[src/rtl/core/b64u_pkg.sv]
// Package for the base64url stream encoder: job type, constants, alphabet.
// No dependencies; used by the front, queue, back end, top level and testbench.
package b64u_pkg;

    localparam int          QUEUE_DEPTH_DEF = 2;
    localparam logic [15:0] CAP_RESET       = 16'd1024;

    typedef enum logic [1:0] {
        PH_START = 2'd0,
        PH_ONE   = 2'd1,
        PH_TWO   = 2'd2
    } t_phase;

    typedef struct packed {
        logic [5:0] sextet0;
        logic [5:0] sextet1;
        logic       two;
        logic       last;
    } t_job;

    function automatic logic [7:0] f_b64u_char(input logic [5:0] v);
        logic [7:0] w;
        logic [7:0] c;
        w = {2'b00, v};
        if (v < 6'd26) begin
            c = w + 8'd65;
        end else if (v < 6'd52) begin
            c = w + 8'd71;
        end else if (v < 6'd62) begin
            c = w - 8'd4;
        end else if (v == 6'd62) begin
            c = 8'd45;
        end else begin
            c = 8'd95;
        end
        return c;
    endfunction

endpackage

[src/rtl/core/b64u_if.sv]
// Stream interfaces of the base64url encoder: byte input and character output.
// Depends on nothing; instantiated by the environment around the top level.
interface b64u_in_if;
    logic       valid;
    logic       ready;
    logic [7:0] data_byte;
    logic       last_byte;

    modport source (output valid, output data_byte, output last_byte, input ready);
    modport sink   (input valid, input data_byte, input last_byte, output ready);
endinterface

interface b64u_out_if;
    logic       valid;
    logic       ready;
    logic [7:0] out_char;
    logic       error;
    logic       last_char;

    modport source (output valid, output out_char, output error, output last_char, input ready);
    modport sink   (input valid, input out_char, input error, input last_char, output ready);
endinterface

[src/rtl/core/b64u_front.sv]
// Front end: accepts input beats, tracks group phase, splits bytes into sextet jobs.
// Depends on b64u_pkg and b64u_in_if.
module b64u_front
    import b64u_pkg::*;
(
    input  logic        i_clk,
    input  logic        i_rst_n,
    b64u_in_if.sink     i_in,
    input  logic        i_full,
    output logic        o_push,
    output t_job        o_job
);

    t_phase     r_phase, n_phase;
    logic [3:0] r_left, n_left;
    logic [7:0] w_b;

    assign w_b        = i_in.data_byte;
    assign i_in.ready = !i_full;
    assign o_push     = i_in.valid && !i_full;

    always_comb begin
        o_job.last = i_in.last_byte;
        case (r_phase)
            PH_ONE: begin
                o_job.sextet0 = {r_left[1:0], w_b[7:4]};
                o_job.sextet1 = {w_b[3:0], 2'b00};
                o_job.two     = i_in.last_byte;
                n_phase       = PH_TWO;
                n_left        = w_b[3:0];
            end
            PH_TWO: begin
                o_job.sextet0 = {r_left, w_b[7:6]};
                o_job.sextet1 = w_b[5:0];
                o_job.two     = 1'b1;
                n_phase       = PH_START;
                n_left        = 4'd0;
            end
            default: begin
                o_job.sextet0 = w_b[7:2];
                o_job.sextet1 = {w_b[1:0], 4'b0000};
                o_job.two     = i_in.last_byte;
                n_phase       = PH_ONE;
                n_left        = {2'b00, w_b[1:0]};
            end
        endcase
    end

    always_ff @(posedge i_clk) begin
        if (!i_rst_n) begin
            r_phase <= PH_START;
            r_left  <= 4'd0;
        end else if (o_push) begin
            if (i_in.last_byte) begin
                r_phase <= PH_START;
                r_left  <= 4'd0;
            end else begin
                r_phase <= n_phase;
                r_left  <= n_left;
            end
        end
    end

endmodule

[src/rtl/core/b64u_queue.sv]
// Small register FIFO of sextet jobs between front and back end.
// Depends on b64u_pkg.
module b64u_queue
    import b64u_pkg::*;
#(
    parameter int DEPTH = QUEUE_DEPTH_DEF
) (
    input  logic                       i_clk,
    input  logic                       i_rst_n,
    input  logic                       i_push,
    input  t_job                       i_job,
    input  logic                       i_pop,
    output t_job                       o_head,
    output logic                       o_empty,
    output logic                       o_full,
    output logic [$clog2(DEPTH+1)-1:0] o_count
);

    localparam int PW = (DEPTH > 1) ? $clog2(DEPTH) : 1;
    localparam int CW = $clog2(DEPTH + 1);

    t_job          r_mem [DEPTH];
    logic [PW-1:0] r_wr, r_rd;
    logic [CW-1:0] r_count;

    assign o_head  = r_mem[r_rd];
    assign o_empty = (r_count == '0);
    assign o_full  = (r_count == CW'(DEPTH));
    assign o_count = r_count;

    function automatic logic [PW-1:0] f_inc(input logic [PW-1:0] p);
        return (p == PW'(DEPTH - 1)) ? '0 : p + 1'b1;
    endfunction

    always_ff @(posedge i_clk) begin
        if (i_push) begin
            r_mem[r_wr] <= i_job;
        end
    end

    always_ff @(posedge i_clk) begin
        if (!i_rst_n) begin
            r_wr    <= '0;
            r_rd    <= '0;
            r_count <= '0;
        end else begin
            if (i_push) begin
                r_wr <= f_inc(r_wr);
            end
            if (i_pop) begin
                r_rd <= f_inc(r_rd);
            end
            if (i_push && !i_pop) begin
                r_count <= r_count + 1'b1;
            end else if (!i_push && i_pop) begin
                r_count <= r_count - 1'b1;
            end
        end
    end

endmodule

[src/rtl/core/b64u_back.sv]
// Back end: emits characters from queued jobs, checks capacity, handles abort.
// Depends on b64u_pkg and b64u_out_if.
module b64u_back
    import b64u_pkg::*;
(
    input  logic        i_clk,
    input  logic        i_rst_n,
    input  logic [15:0] i_cap,
    input  t_job        i_head,
    input  logic        i_empty,
    output logic        o_pop,
    b64u_out_if.source  o_out
);

    logic        r_out_valid;
    logic [7:0]  r_out_char;
    logic        r_out_err;
    logic        r_out_last;
    logic [15:0] r_count;
    logic        r_aborted;
    logic        r_idx;

    logic        w_free;
    logic        w_go;
    logic        w_ok;
    logic        w_final;
    logic        w_done;
    logic [5:0]  w_sextet;

    assign o_out.valid     = r_out_valid;
    assign o_out.out_char  = r_out_char;
    assign o_out.error     = r_out_err;
    assign o_out.last_char = r_out_last;

    assign w_free   = !r_out_valid || o_out.ready;
    assign w_go     = !i_empty && !r_aborted && w_free;
    assign w_ok     = ({1'b0, r_count} + 17'd1) < {1'b0, i_cap};
    assign w_sextet = r_idx ? i_head.sextet1 : i_head.sextet0;
    assign w_final  = r_idx ? i_head.last : (i_head.last && !i_head.two);
    assign w_done   = r_idx || !i_head.two;
    assign o_pop    = (!i_empty && r_aborted) || (w_go && (!w_ok || w_done));

    always_ff @(posedge i_clk) begin
        if (w_go) begin
            r_out_char <= w_ok ? f_b64u_char(w_sextet) : 8'd0;
            r_out_err  <= !w_ok;
            r_out_last <= w_ok ? w_final : 1'b1;
        end
    end

    always_ff @(posedge i_clk) begin
        if (!i_rst_n) begin
            r_out_valid <= 1'b0;
            r_count     <= 16'd0;
            r_aborted   <= 1'b0;
            r_idx       <= 1'b0;
        end else begin
            if (w_go) begin
                r_out_valid <= 1'b1;
            end else if (o_out.ready) begin
                r_out_valid <= 1'b0;
            end
            if (!i_empty && r_aborted) begin
                if (i_head.last) begin
                    r_aborted <= 1'b0;
                    r_count   <= 16'd0;
                end
            end else if (w_go) begin
                if (!w_ok) begin
                    r_idx     <= 1'b0;
                    r_count   <= 16'd0;
                    r_aborted <= !i_head.last;
                end else if (!w_done) begin
                    r_idx   <= 1'b1;
                    r_count <= r_count + 16'd1;
                end else begin
                    r_idx   <= 1'b0;
                    r_count <= i_head.last ? 16'd0 : r_count + 16'd1;
                end
            end
        end
    end

endmodule

[src/rtl/core/base64url_stream_encoder_top.sv]
// Base64url encoder, no padding. Accepted bytes are queued as jobs, then the back end
// registers the results. Back end issues one result per cycle while the output is
// free; the front takes a byte per cycle while the job queue has room, so bursts
// stall on it. Synchronous active-low reset clears phase, count, abort, queue and
// output valid, and sets output capacity to 1024.
// Depends on b64u_pkg, b64u_if, b64u_front, b64u_queue, b64u_back.
module base64url_stream_encoder_top
    import b64u_pkg::*;
#(
    parameter int QUEUE_DEPTH = QUEUE_DEPTH_DEF
) (
    input  logic        i_clk,
    input  logic        i_rst_n,
    input  logic        i_cfg_we,
    input  logic [15:0] i_cfg_wdata,
    b64u_in_if.sink     i_in,
    b64u_out_if.source  o_out
);

    localparam int CW = $clog2(QUEUE_DEPTH + 1);

    logic [15:0]   r_cap;
    logic          w_push;
    logic          w_pop;
    logic          w_full;
    logic          w_empty;
    logic [CW-1:0] w_q_count;
    t_job          w_job;
    t_job          w_head;

    always_ff @(posedge i_clk) begin
        if (!i_rst_n) begin
            r_cap <= CAP_RESET;
        end else if (i_cfg_we) begin
            r_cap <= i_cfg_wdata;
        end
    end

    b64u_front u_front (
        .i_clk   (i_clk),
        .i_rst_n (i_rst_n),
        .i_in    (i_in),
        .i_full  (w_full),
        .o_push  (w_push),
        .o_job   (w_job)
    );

    b64u_queue #(
        .DEPTH (QUEUE_DEPTH)
    ) u_queue (
        .i_clk   (i_clk),
        .i_rst_n (i_rst_n),
        .i_push  (w_push),
        .i_job   (w_job),
        .i_pop   (w_pop),
        .o_head  (w_head),
        .o_empty (w_empty),
        .o_full  (w_full),
        .o_count (w_q_count)
    );

    b64u_back u_back (
        .i_clk   (i_clk),
        .i_rst_n (i_rst_n),
        .i_cap   (r_cap),
        .i_head  (w_head),
        .i_empty (w_empty),
        .o_pop   (w_pop),
        .o_out   (o_out)
    );

    a_err_form: assert property (@(posedge i_clk) disable iff (!i_rst_n)
        o_out.valid && o_out.error |-> o_out.out_char == 8'd0 && o_out.last_char)
        else $error("error result malformed");

    a_beat_queued: assert property (@(posedge i_clk) disable iff (!i_rst_n)
        i_in.valid && i_in.ready |=> w_q_count != '0)
        else $error("accepted beat not queued");

    a_reset_clear: assert property (@(posedge i_clk)
        !i_rst_n |=> !o_out.valid && w_q_count == '0)
        else $error("state not cleared by reset");

endmodule

[src/flat_wrapper.sv]
// flat-port wrapper written by rule: the top's interface ports become plain ports
module base64url_stream_encoder_top_flat import b64u_pkg::*;
#(
    parameter int QUEUE_DEPTH = QUEUE_DEPTH_DEF
)
  (i_clk, i_rst_n, i_cfg_we, i_cfg_wdata, i_in_valid, i_in_data_byte, i_in_last_byte, i_in_ready, o_out_valid, o_out_out_char, o_out_error, o_out_last_char, o_out_ready);
  b64u_in_if i_in_i ();
  b64u_out_if o_out_i ();
  input  logic i_clk;
  input  logic i_rst_n;
  input  logic i_cfg_we;
  input  logic [15:0] i_cfg_wdata;
  input wire logic [$bits(i_in_i.valid)-1:0] i_in_valid;
  input wire logic [$bits(i_in_i.data_byte)-1:0] i_in_data_byte;
  input wire logic [$bits(i_in_i.last_byte)-1:0] i_in_last_byte;
  output wire logic [$bits(i_in_i.ready)-1:0] i_in_ready;
  output wire logic [$bits(o_out_i.valid)-1:0] o_out_valid;
  output wire logic [$bits(o_out_i.out_char)-1:0] o_out_out_char;
  output wire logic [$bits(o_out_i.error)-1:0] o_out_error;
  output wire logic [$bits(o_out_i.last_char)-1:0] o_out_last_char;
  input wire logic [$bits(o_out_i.ready)-1:0] o_out_ready;
  assign i_in_i.valid = i_in_valid;
  assign i_in_i.data_byte = i_in_data_byte;
  assign i_in_i.last_byte = i_in_last_byte;
  assign i_in_ready = i_in_i.ready;
  assign o_out_valid = o_out_i.valid;
  assign o_out_out_char = o_out_i.out_char;
  assign o_out_error = o_out_i.error;
  assign o_out_last_char = o_out_i.last_char;
  assign o_out_i.ready = o_out_ready;
  base64url_stream_encoder_top #(.QUEUE_DEPTH(QUEUE_DEPTH)) u_core (.i_clk(i_clk), .i_rst_n(i_rst_n), .i_cfg_we(i_cfg_we), .i_cfg_wdata(i_cfg_wdata), .i_in(i_in_i), .o_out(o_out_i));
endmodule
[config.mk]
export PLATFORM = sky130hd
export DESIGN_NAME = base64url_stream_encoder_top_flat
export DESIGN_NICKNAME = d
export VERILOG_FILES = /design/src/rtl/core/b64u_pkg.sv /design/src/rtl/core/b64u_if.sv /design/src/rtl/core/b64u_front.sv /design/src/rtl/core/b64u_queue.sv /design/src/rtl/core/b64u_back.sv /design/src/rtl/core/base64url_stream_encoder_top.sv /design/src/flat_wrapper.sv
export SDC_FILE = /design/constraint.sdc
export NUM_CORES = 1
export LEC_CHECK = 0
export BUFFER_PORTS_ARGS = -buffer_cell sky130_fd_sc_hd__buf_2
export CORE_MARGIN = 5
export CORE_UTILIZATION = 30
export CTS_BUF_LIST = sky130_fd_sc_hd__clkbuf_8
export DETAILED_ROUTE_END_ITERATION = 6
export PLACE_DENSITY_LB_ADDON = 0.25
export SLEW_MARGIN = 25
export SYNTH_ARGS = -nofsm -noshare
export SYNTH_HDL_FRONTEND = slang
export SYNTH_HIERARCHICAL = 1
export SYNTH_SLANG_ARGS = --single-unit
[constraint.sdc]
create_clock -name i_clk -period 10.3 [get_ports i_clk]
set_input_delay 1.03 -clock i_clk [delete_from_list [all_inputs] [get_ports i_clk]]
set_output_delay 1.03 -clock i_clk [all_outputs]
set_load 0.005 [all_outputs]
Word level (Yosys, flattened, before mapping)
Memory sizes are Yosys's and may differ from the RTL's. A register that Yosys moved wholly into a read port is not among the register bits.
Index checks and enable logic that the tools add are counted.
Widths: inputs -> output; s select.
{ "word_totals": {"regBits": 55, "mem_bits_rw": 28, "word_cells": 95, "memories": 1} }
{ "op_classes": {"n_addsub": 9, "order_cmp": 4, "eq_ne": 6, "muxes": 33, "n_bitwise": 1, "reduce_logical": 28} }
{ "mem_list": {"columns": ["name", "words", "width", "rd", "rd_clocked_by_memory_dff", "wr", "line_no", "text"], "rows": [
  ["u_core.u_queue.r_mem", 2, 14, 1, 1, 1, "b64u_queue.sv:22", "t_job r_mem [DEPTH];"]
]} }
{ "op_table": {"columns": ["operator", "count"], "rows": [
  ["$mux 16", 6],
  ["$pmux 13 s2", 1],
  ["$mux 8", 3],
  ["$add 16x1->17 const B", 1],
  ["$lt 17x16->1", 1],
  ["$add 16x1->16 const B", 1],
  ["$add 6x7->8 const B", 2],
  ["$mux 1", 15],
  ["$lt 6x6->1 const B", 2],
  ["$logic_not 1->1", 9],
  ["$logic_and 1x1->1", 8],
  ["$pmux 4 s2", 1],
  ["$mux 7", 1],
  ["$sub 6x3->7 const B", 1],
  ["$eq 6x6->1 const B", 1],
  ["$lt 6x5->1 const B", 1],
  ["$mux 2", 3],
  ["$mux 6", 1],
  ["$reduce_bool 2->1", 3],
  ["$eq 2x2->1 const B", 2],
  ["$logic_or 1x1->1", 4],
  ["$mux 4", 1],
  ["$pmux 2 s2", 1],
  ["$reduce_and 2->1", 2],
  ["other kinds (9)", 10]
]} }

Depth between registers and ports, before layout
Gate-level depths: netlist of the first run.
{ "depth": {"word_depth": 9, "ltp_mapped": 21} }

Hierarchy
The synthesis of the first run kept the hierarchy.
{ "by_module_without_submodules": {"columns": ["module", "n_inst", "cells_each", "area_per_inst_um2"], "rows": [
  ["b64u_back", 1, 263, 2208.4],
  ["b64u_queue", 1, 65, 1224.9],
  ["base64url_stream_encoder_top", 1, 51, 613.1],
  ["b64u_front", 1, 64, 488.0]
]} }

Worst setup path after synthesis of the first run
No wires, ideal clock.
{ "synth_path": {"kind": "register -> register", "from": "reg u_core.u_back.r_count[0]", "to": "reg u_core.u_queue.r_count[1], in the netlist u_core/u_queue/o_count[1]", "arrival_ns": 3.522, "t_required_ns": 10.230, "setup_slack_ns": 6.708, "path_stages_with_launch": 19, "path_buffers": 2, "synth_period_minus_slack_ns": 3.592, "path_cell_list": "dfxtp_1 ha_1 nand3_1 nor2_1 nand2_1 xnor2_1 ha_1 nand4_1 a2111o_1 and3_4 buf_6 inv_2 buf_2 o21ai_1 nand2_1 inv_1 ha_1 or3_1 a21boi_1"} }
{ "synth_via": {"elab_chain_cells": 9} }
{ "synth_lines": {"columns": ["element", "line_no", "text"], "rows": [
  ["start, declared", "b64u_back.sv:19", "logic [15:0] r_count;"],
  ["start signal, assigned", "b64u_back.sv:75", "r_count <= r_count + 16'd1;"],
  ["start signal, assigned", "b64u_back.sv:78", "r_count <= i_head.last ? 16'd0 : r_count + 16'd1;"],
  ["$add 16x1->17 (*)", "b64u_back.sv:37", "assign w_ok = ({1'b0, r_count} + 17'd1) < {1'b0, i_cap};"],
  ["$lt 17x16->1 (*)", "b64u_back.sv:37", null],
  ["$logic_not 1->1 (*)", null, null],
  ["$logic_or 1x1->1 (*)", "b64u_back.sv:41", "assign o_pop = (!i_empty && r_aborted) || (w_go && (!w_ok || w_done));"],
  ["$logic_and 1x1->1 (*)", "b64u_back.sv:41", null],
  ["$logic_or 1x1->1 (*)", "b64u_back.sv:41", null],
  ["named net u_core.w_pop", "base64url_stream_encoder_top.sv:24", "logic w_pop;"],
  ["$logic_not 1->1", "b64u_queue.sv:53", "if (i_push && !i_pop) begin"],
  ["$logic_and 1x1->1", "b64u_queue.sv:53", null],
  ["$mux 2 / $reduce_bool 2->1 (equally long branches)", null, null],
  ["end signal, assigned", "b64u_queue.sv:54", "r_count <= r_count + 1'b1;"],
  ["end signal, assigned", "b64u_queue.sv:56", "r_count <= r_count - 1'b1;"],
  ["end, declared", "b64u_queue.sv:24", "logic [CW-1:0] r_count;"]
]} }
The timed path passes the listed nets; every way through them passes the cells marked *.
A chain may end at the register's enable or synchronous reset.

Final worst setup path of the first run
Same ends and word-level chain as after synthesis.

==> results of run 1 <==
[per-stage QoR]
step | hold slack, ps | instance area, µm² | utilization [%]
after CTS | 494 | 5080 | 33.8
after global placement | 462 | 4880 | 32.5
after global routing | 514 | 5080 | 33.8
final | 486 | 5080 | 33.8
after floorplan | 442 | 4530 | -
after detailed placement | 466 | 4880 | 32.5
[worst reg2reg max path: stages (launching register included)]
cell,delay (ps)
dfxtp_1,450
ha_1,220
nand3_1,170
nor2_1,310
and3_1,220
xor2_1,90
ha_1,310
nand4_1,130
a2111o_1,450
and3_4,220
inv_2,160
o21ai_1,100
nand2_1,120
inv_1,50
ha_1,310
or3_1,360
a21boi_1,150
[area by class of cell]
cell class | count | area [µm²]
Fill cell | 1504 | 9950
Multi-Input combinational cell | 315 | 2250
Sequential cell | 84 | 2060
Tap cell | 188 | 235
Timing Repair Buffer | 43 | 220
Clock buffer | 9 | 124
Inverter | 30 | 113
Clock inverter | 7 | 75.1
[path summary, 6_finish.rpt]
check                           start                        end  slack, ps
max          u_core/u_back/r_count[0]  u_core/u_queue/o_count[1]       6420
max reg2reg  u_core/u_back/r_count[0]  u_core/u_queue/o_count[1]       6420
min reg2reg  u_core/u_front/r_left[2]   u_core/u_front/r_left[2]        490
min          u_core/u_front/r_left[2]   u_core/u_front/r_left[2]        490
[where the power goes]
group          leakage (nW)  total, mW  internal [mW]  switching, mW
Combinational          1.22      0.392          0.167          0.225
Clock                0.0923      0.238          0.113          0.125
Sequential            0.736      0.453          0.420         0.0334
[layout by cell type (no fill, tap or decap), types with 10 or more instances in the layout]
cell type,n
o21ai_0,10
mux2i_1,22
ha_1,24
buf_2,41
nor2_1,25
a22oi_1,10
mux2_2,14
xor2_1,10
nor2b_1,21
edfxtp_1,38
dfxtp_1,46
inv_1,28
nand2_1,37
a21oi_1,24
a22o_1,12
[routing by layer]
| metal | wire [µm] | part of all wire (%) | track usage (%) |
|---|---|---|---|
| met4 | 160 | 1.7 | 4.16 |
| met5 | 0 | 0 | 0 |
| met3 | 370 | 4.0 | 2.09 |
| met2 | 3740 | 41 | 15.7 |
| met1 | 4900 | 53 | 15.6 |
[flip-flops by register name (all words and copies together), names as in the netlist, 2 cells and up, named ones only]
name / count
u_core/u_queue/o_count: 2
u_core/u_back/r_count: 16
u_core/u_front/r_phase: 2
u_core/r_cap: 16
u_core/u_front/r_left: 4
u_core/u_back/o_out.out_char: 8
u_core/u_queue/r_mem: 28
[cell families after synthesis]
logic type / synth area share [%]
AO/OA/AOI/OAI: 13.6
XOR/XNOR: 3.48
adder cells (fa/ha/maj): 6.62
buffers and inverters: 4.88
flip-flops: 45.5
multiplexers: 8.64
AND/OR/NAND/NOR: 17.3
==> flow_summary.ini, run 1 <==
[status]
status = complete, no violations

[worst_setup_path]
arrival_ps = 4160
cp.depth = 16
critPathTopFamily = simple AND/OR/NAND/NOR gates
path_common_cell = ha_1
cp-start-kind = flop
reg2reg_depth = 16
crit_buf_inv = 2
crit_slowest_cell = dfxtp_1
required_ps = 10580
path_cells = ha_1, nand3_1, nor2_1, and3_1, xor2_1, ha_1, nand4_1, a2111o_1, and3_4, inv_2, o21ai_1, nand2_1, inv_1, ha_1, or3_1, a21boi_1
crit_path_max_fanout = 11
path_class = flop to flop
worstSetupEndpointType = flop
max_stage_delay_ps = 450

[clock_tree]
clock_latency_ps = 360
cts_resized = 0
cts-root-buf = clkbuf_8
cts_buffer_depth = 2
post_cts_buffers = 0
cts_tree = yes
clock-sinks = 84
cts_buffers = 9
clkTransAtPathRegs_ps = 80
cts-htree-levels = 3
hold_buffers = 0

[logic_synthesis]
post-synth-top-count-cell = dfxtp_1
yosysTopAreaCellShare_pct = 25.2
yosys_most_used_dff = dfxtp_1
ys_seq_area_share_pct = 45.5
synth_area_leaders = edfxtp_1 (25%), dfxtp_1 (20%), ha_1 (6.6%)
synth_area_mm2 = 0.00453
synth-seq-cells = 84
synth_fp_nets = 497
synth.distinct_cells = 57
synth_edf_count = 38
syn_inst = 443
yosys_warnings = 6
synth_area_per_cell_um2 = 10.2
synth_top_cell_by_area = edfxtp_1
ys_async_sr_fraction_pct = 0
yosys-top-cells-count = dfxtp_1 (46), edfxtp_1 (38), nand2_1 (37)

[sta]
fin_ws_ps = 6420
finalCritPeriodShare_pct = 37.6
finalMaxSlewViolations = 0
hold_viol_final = 0
min_period_ps = 3880
finClkSkew_ps = 9.11
rsz0062_at_grt = no
fmax_mhz = 258
setup_viol = 0
relSlewSlack_pct = 38.9
tns_ps = 0
max_slew.worst_pin.slew_ps = 914

[power_and_ir_drop]
pwr_density_cell_mw_per_mm2 = 213
power.total_mw = 1.08
leakage_nw = 2.04
peakVddDrop_mv = 0.0543

[placed_design]
gp_congestion = 0.847
io_buffers = 41
place_hpwl_um = 6870
dp_worst_setup_slack_ps = 6450
dp_cells = 660

[grt]
antenna_found_initial = 0
grt_pass1_wl_um = 15700
overflow = 0
grt_max_degree = 28
grt_pass1_vias = 3208
track_usage_pct = 10.8

[final_layout]
n_antenna_cell = 0
fin_nets = 537
drive_gt1_share_pct = 17.6
area_growth_pct = 12.0
layoutNonFillerInstCount = 676

[routing]
ant_nets = 0
drt_iter0_drc = 177
wl_per_cell_um = 13.6
avgViaCountPerCell = 4.75
drt-pass1-iter-count = 5
drc = 0
vias = 3211
wirelength_um = 9170

[die]
core_mm2 = 0.0150
rows = 45
die_area_mm2 = 0.0177
io_pins = 42
start_util_pct = 30.2
die_x_um = 133
die_y_um = 133

[run]
drv_cap = 0

[worst_hold_path]
min_path_cells = 1
hold_path.class = flop to flop
(Power assumes the default switching activity.)
==> run 2: changes to the inputs <==
- clock period: 10.3 -> 3.36 ns (I/O delays scaled with it)
==> run 2 against run 1 <==
Via count increased by 4.1%; clock power increased to 3.3 times the previous value; hold slack got worse by 300 ps; total power increased to 3.2 times the previous value; largest power group unchanged; register-to-register slack worse by 6300 ps; maximum frequency grew 21%.
==> flow_summary.ini, run 2 (same netlist as run 1, synthesis figures left out) <==
[placed_design]
dp_cells = 670
gp_congestion = 0.845
dpl-instance-area_mm2 = 0.00498
dp_worst_setup_slack_ps = 26.9
io_buffers = 41
place_hpwl_um = 6920

[clock_tree]
clock-sinks = 84
clkTransAtPathRegs_ps = 90
cts-htree-levels = 3
cts_tree = yes
cts-root-buf = clkbuf_8
cts_buffers = 9
cts_buffer_depth = 2
clock_latency_ps = 370

[final_layout]
final_util_pct = 35.8
reg.largest.list = u_core/u_queue/r_mem x28, u_core/r_cap x16, u_core/u_back/r_count x16
fin_nets = 554
largest_register = u_core/u_queue/r_mem
n_antenna_cell = 0
final_common_cell = buf_2
largest_reg_flops = 28
fin_area_mm2 = 0.00538
area_growth_pct = 18.7
final_cell_mix = buf_2 (41), edfxtp_1 (38), dfxtp_1 (36)
layoutNonFillerInstCount = 693
drive_gt1_share_pct = 26.9

[sta]
fmax_mhz = 312
max_slew.worst_pin.slew_ps = 954
hold_viol_final = 0
relSlewSlack_pct = 36.0
fin_ws_ps = 153
finalCritPeriodShare_pct = 95.5
min_period_ps = 3210
setup_viol = 0
finalMaxSlewViolations = 0
tns_ps = 0
finClkSkew_ps = 10.6
whs_ps = 186

[worst_hold_path]
hold_path.class = input pin to flop
min_path_cells = 3

[power_and_ir_drop]
power.total_mw = 3.47
leakage_nw = 2.15
pwr_density_cell_mw_per_mm2 = 644
peakVddDrop_mv = 0.215

[worst_setup_path]
worstSetupEndpointType = flop
required_ps = 3670
arrival_ps = 3520
reg2reg_depth = 16
cp-start-kind = flop
path_class = flop to flop
crit_path_max_fanout = 4

[grt]
antenna_found_initial = 0
grt_pass1_vias = 3158
grt_pass1_wl_um = 15300
grt_max_degree = 28
overflow = 0
track_usage_pct = 10.7

[routing]
drt_iter0_drc = 182
drt-pass1-iter-count = 5
ant_nets = 0
wl_per_cell_um = 13.8
avgViaCountPerCell = 4.83
drc = 0
vias = 3344
wirelength_um = 9560

[die]
die_area_mm2 = 0.0177
die_x_um = 133
io_pins = 42
start_util_pct = 30.2
rows = 45
core_mm2 = 0.0150
die_y_um = 133

[run]
drv_cap = 0

[status]
status = complete, no violations
[run 2: cell types whose count changed in the layout (fill, tap and decap cells not counted), moves of 4 or more]
| cell | change |
|---|---|
| nand2_2 | +4 |
| dfxtp_2 | +4 |
| buf_4 | +17 |
| dfxtp_1 | -10 |
| nand2_1 | -4 |
| dfxtp_4 | +6 |
[run 2: layer usage]
metal,track usage [%],up-vias,share of wire [%]
met4,4.91,0,2.0
li1,-,1701,-
met2,15.8,58,43
met1,14.9,1570,52
met3,2.28,15,3.1
met5,0,-,0
[run 2: critical path: stages (launching register included)]
cell	delay, ps
dfxtp_4	390
and4_4	240
and3_4	210
and3_4	210
xor2_1	70
ha_1	330
nand3_2	110
a2111o_1	400
and3_4	170
inv_2	60
o21ai_2	50
nand2_2	130
inv_2	50
ha_4	150
xor2_1	150
or3_4	330
a21boi_2	110
[run 2: area by class of cell]
class	instances	area, µm²
Clock buffer	9	124
Clock inverter	7	87.6
Fill cell	1463	9650
Inverter	30	113
Multi-Input combinational cell	315	2380
Sequential cell	84	2090
Tap cell	188	235
Timing Repair Buffer	60	348
[run 2: what timing repair did]
action | in CTS | in global routing
resized for setup | 1 | 35
cloned | 0 | 0
pin swaps | 0 | 16
setup endpoints to repair | 1 | 2
buffers inserted | 0 | 7
hold buffers | 0 | 0
[run 2: power breakdown]
part | internal, mW | leakage (nW) | total [mW] | switching [mW]
Clock | 0.365 | 0.109 | 0.781 | 0.416
Sequential | 1.29 | 0.743 | 1.38 | 0.0943
Combinational | 0.580 | 1.30 | 1.30 | 0.720
Total | 2.23 | 2.15 | 3.47 | 1.23
[run 2: path summary, 6_finish.rpt]
kind / endpoint / slack, ps / startpoint
max: u_core/u_queue/o_count[1] / 150 / u_core/u_back/r_count[10]
max reg2reg: u_core/u_queue/o_count[1] / 150 / u_core/u_back/r_count[10]
min: u_core/r_cap[10] / 190 / i_cfg_wdata[10]
min reg2reg: u_core/r_cap[10] / 480 / u_core/r_cap[10]
